$ cat config.mk
export PLATFORM = sky130hd
export DESIGN_NAME = mtp_seed_unit
export DESIGN_NICKNAME = d
export VERILOG_FILES = /design/src/mtp_pkg.sv /design/src/mtp_seed_unit.sv
export SDC_FILE = /design/constraint.sdc
export NUM_CORES = 1
export LEC_CHECK = 0
export ABC_AREA = 1
export BUFFER_PORTS_ARGS = -buffer_cell sky130_fd_sc_hd__buf_4
export CAP_MARGIN = 10
export CORE_MARGIN = 5
export CORE_UTILIZATION = 40
export DETAILED_ROUTE_END_ITERATION = 8
export PLACE_DENSITY = 0.66
export SLEW_MARGIN = 0
export SYNTH_ARGS = -nofsm -noshare
export SYNTH_HDL_FRONTEND = slang
export SYNTH_SLANG_ARGS = --single-unit
$ cat constraint.sdc
create_clock -name clock -period 6.4 [get_ports clock]
set_input_delay 1.28 -clock clock [delete_from_list [all_inputs] [get_ports clock]]
set_output_delay 1.28 -clock clock [all_outputs]
set_load 0.005 [all_outputs]
$ cat src/mtp_pkg.sv
// Package of the MT19937 generator: sizes, constants, RAM request struct,
// twist and temper functions. No dependencies.
`timescale 1ns / 1ps
`default_nettype none

package mtp_pkg;

   localparam int unsigned STATE_WORDS  = 624;
   localparam int unsigned ADDR_W       = $clog2(STATE_WORDS);
   localparam int unsigned TWIST_OFFSET = 397;
   localparam int unsigned WRAP_BACK    = STATE_WORDS - TWIST_OFFSET;

   localparam logic [ADDR_W-1:0] LAST_POS   = ADDR_W'(STATE_WORDS - 1);
   localparam logic [ADDR_W-1:0] OFFSET_POS = ADDR_W'(TWIST_OFFSET);
   localparam logic [ADDR_W-1:0] WRAP_POS   = ADDR_W'(WRAP_BACK);

   localparam logic [31:0] INIT_MULT    = 32'd1812433253;
   localparam logic [31:0] HIGH_BIT     = 32'h8000_0000;
   localparam logic [31:0] LOW_BITS     = 32'h7fff_ffff;
   localparam logic [31:0] TWIST_MATRIX = 32'h9908_b0df;
   localparam logic [31:0] TEMPER_B     = 32'h9d2c_5680;
   localparam logic [31:0] TEMPER_C     = 32'hefc6_0000;

   typedef struct packed {
      logic              wr_en;
      logic [ADDR_W-1:0] wr_addr;
      logic [31:0]       wr_data;
      logic [ADDR_W-1:0] rd_addr_a;
      logic [ADDR_W-1:0] rd_addr_b;
   } ram_req_type;

   function automatic logic [31:0] twist(input logic [31:0] cur, input logic [31:0] nxt,
                                         input logic [31:0] far);
      logic [31:0] y;
      logic [31:0] v;
      y = (cur & HIGH_BIT) | (nxt & LOW_BITS);
      v = far ^ (y >> 1);
      if (y[0]) begin
         v = v ^ TWIST_MATRIX;
      end
      return v;
   endfunction

   function automatic logic [31:0] temper(input logic [31:0] w);
      logic [31:0] y;
      y = w;
      y = y ^ (y >> 11);
      y = y ^ ((y << 7) & TEMPER_B);
      y = y ^ ((y << 15) & TEMPER_C);
      y = y ^ (y >> 18);
      return y;
   endfunction

endpackage

`default_nettype wire

$ cat src/mtp_seed_unit.sv
// Seeding recurrence of the MT19937 generator: registered 32x32 multiply,
// then add of the word index. Depends on mtp_pkg.
`timescale 1ns / 1ps
`default_nettype none

module mtp_seed_unit (
   input  wire logic                       clock,
   input  wire logic                       load,
   input  wire logic [31:0]                seed,
   input  wire logic                       mul_en,
   input  wire logic                       add_en,
   input  wire logic [mtp_pkg::ADDR_W-1:0] index,
   output logic [31:0]                     word
);

   logic [31:0] prev_ff;
   logic [31:0] prev_in;
   logic [31:0] prod_ff;
   logic [31:0] prod_in;
   logic [31:0] mix;

   assign mix     = prev_ff ^ (prev_ff >> 30);
   assign prod_in = 32'(mtp_pkg::INIT_MULT * mix);
   assign word    = prod_ff + 32'(index);

   always_comb begin
      prev_in = prev_ff;
      if (load) begin
         prev_in = seed;
      end else if (add_en) begin
         prev_in = word;
      end
   end

   always_ff @(posedge clock) begin
      prev_ff <= prev_in;
      if (mul_en) begin
         prod_ff <= prod_in;
      end
   end

endmodule

`default_nettype wire

==> results_dict.tcl <==
set metrics [dict create \
    status "finished clean" \
    grt_pass1_vias 9359 \
    wire_per_inst_um 17.61 \
    cap_violations 0 \
    ys_seq_area_share_pct 16.50 \
    place_area_um2 12900 \
    final_cells 1798 \
    clkSinkCount 64 \
    drcViolationCount 0 \
    critPathKind "register to register" \
    numCtsBuffers 9 \
    synth_cells 1293 \
    synth-edff-count 64 \
    finish.utilization_pct 46.38 \
    start_util_pct 40.58 \
    core_um2 28700 \
    grt_overflow 0 \
    drive_gt1_share_pct 13.15 \
    fmax_mhz 164.4 \
    clock_skew_ns 0.008405 \
    grt_pass1_wl_um 50380 \
    vias 8897 \
    arrival_ns 6.17 \
    dieArea_um2 32630 \
    clkTransAtPathRegs_ns 0.05 \
    first_pass_iters 5 \
    setup_viol 0 \
    finalMaxSlewViolations 0 \
    globalplace.congestion 0.9579 \
    worstPathMaxFanout 7 \
    ant_nets 0 \
    ys_ff_latch 64 \
    cp.required_ns 6.49 \
    final.min_clock_period_ns 6.082 \
    die_h_um 180.7 \
    async_flop_share_pct 0 \
    port_buffers 77 \
    drt_iter0_drc 539 \
    dp_slack_ns 0.1605 \
    cp-end-kind "register" \
    yosysUniqueCellTypes 41 \
    hold_path_class "register to register" \
    syn_to_final_growth_pct 14.27 \
    fp-row-count 62 \
    finalHoldViolations 0 \
    hold_buffers 0 \
    syn_area_um2 11650 \
    finalCritPeriodShare_pct 95.03 \
    grt.total_usage_pct 19.79 \
    worst_pin_slew_ns 0.9775 \
    crit_path_start_kind "register" \
    cts_max_level 3 \
    cts_root_buffer "clkbuf_16" \
    synth_fp_nets 1705 \
    clock_latency_ns 0.34 \
    ys_warn_count 0 \
    antennaDiodeCount 0 \
    die_x_um 180.7 \
    nets 1821 \
    tritoncts "yes" \
    grt_start_max_net_pins 36 \
    wl_um 31670 \
    clock_path_buffers 2 \
    yosys_most_used_dff "edfxtp_1" \
    dp_hpwl_um 28010 \
    nFillCells 2822 \
    worst_slack_ns 0.3181 \
    slew_headroom_pct 34.76 \
    place_inst 1776 \
    vias_per_cell 4.948 \
    io_pins 78 \
    final_design_area_no_fill_um2 13310 \
    postSynthAreaPerCell_um2 9.009 \
    antenna_found_initial 1 \
]
[routing by layer]
| metal | vias up | part of all wire [%] | track usage, % |
|---|---|---|---|
| li1 | 4296 | - | - |
| met1 | 4283 | 43 | 26.06 |
| met2 | 254 | 47 | 33.05 |
| met3 | 62 | 6.3 | 3.977 |
| met4 | 2 | 3.0 | 5.929 |
| met5 | - | 0.041 | 0 |
[flip-flops by register name, indices dropped and copies added, names as in the netlist]
name / cells
prod_ff: 32
prev_ff: 32
[stage by stage]
step            TNS, ns  hold WS, ns
4_1_cts               0       0.6979
3_5_place_dp          0       0.6907
2_1_floorplan         0       0.6055
6_report              0       0.6952
3_3_place_gp          0       0.6606
5_1_grt        -0.02692       0.7504
[cell families (layout without fill, tap and decap cells)]
group,Yosys count,in the layout,synth area share [%]
xor+xnor,60,60,4.962
compound gates,84,84,4.200
flops,64,64,16.50
fa+ha+maj,366,366,48.79
buf+inv,313,434,10.11
simple gates,406,406,15.45
[worst max-delay path: stages, from the launching register on]
cell and delay, ns:
edfxtp_1 0.63, buf_4 0.27, fa_1 0.36, ha_1 0.28, inv_1 0.05, fa_1 0.54, inv_1 0.05, ha_1 0.21
fa_1 0.55, fa_1 0.44, fa_1 0.56, inv_1 0.06, fa_1 0.53, inv_1 0.04, ha_1 0.36, nand2_1 0.16
nor3_2 0.17, nand2_1 0.10, nor4_2 0.14, nand2_1 0.09, inv_1 0.06, nor2_1 0.05, nand3_1 0.08, nand2_1 0.06
[cell usage in the layout, fill, tap and decap left out, types with 8 or more instances in the layout]
cell	count
xnor2_2	8
nand2_1	254
a21oi_1	40
buf_4	112
ha_1	219
nor2_1	40
clkbuf_16	9
xor2_1	41
xnor2_1	10
o21ai_0	20
inv_1	300
fa_1	147
nand3_1	51
edfxtp_1	64
nand2_2	12
[final cells by class]
class / count / area, um^2 / area share [%]
Clock buffer: 10 / 229.0 / 1.720
Tap cell: 384 / 480.5 / 3.609
Clock inverter: 6 / 107.6 / 0.8083
Multi-Input combinational cell: 916 / 8583 / 64.48
Inverter: 306 / 1149 / 8.629
Timing Repair Buffer: 112 / 840.8 / 6.316
Sequential cell: 64 / 1922 / 14.44
[what timing repair did]
action / CTS / global route
resized for setup: 0 / 7
setup buffers: 0 / 6
endpoints found under the setup margin: 0 / 3
[path summary, 6_finish.rpt]
path / start / endpoint / slack [ns] / depth (start not counted)
max: prev_ff[9]$_DFFE_PP_ / prod_ff[31]$_DFFE_PP_ / 0.32 / 23
min: prod_ff[31]$_DFFE_PP_ / prev_ff[31]$_DFFE_PP_ / 0.70 / 2
max reg2reg: prev_ff[9]$_DFFE_PP_ / prod_ff[31]$_DFFE_PP_ / 0.32 / 23
min reg2reg: prod_ff[31]$_DFFE_PP_ / prev_ff[31]$_DFFE_PP_ / 0.70 / 2
[cells in the mapped netlist (2+ instances only)]
library cell	number	area share [%]
xnor2_2	6	0.84
clkbuf_1	5	0.16
fa_1	147	25
nand4_1	7	0.38
nand3_2	6	0.52
edfxtp_1	64	16
o21bai_1	3	0.19
o21ai_1	6	0.26
nor3b_2	2	0.21
inv_1	301	9.7
nand3b_1	5	0.32
nor4_1	5	0.27
inv_2	5	0.16
nand3_1	51	2.2
a21oi_1	40	1.7
buf_2	2	0.086
ha_1	219	24
nor2_2	6	0.32
o31ai_1	2	0.13
nor2_1	41	1.3
nor3_1	8	0.34
or2_2	3	0.16
xor2_1	41	3.1
o21ai_0	20	0.86
nand2_4	3	0.29
a21o_1	4	0.26
xnor2_1	12	0.90
nand2_2	12	0.64
nand2_1	254	8.2
o211ai_1	2	0.13
Power is left out: the tool's default activity adds up to more than one toggle a clock period on the data nets, which glitch-free logic cannot reach.
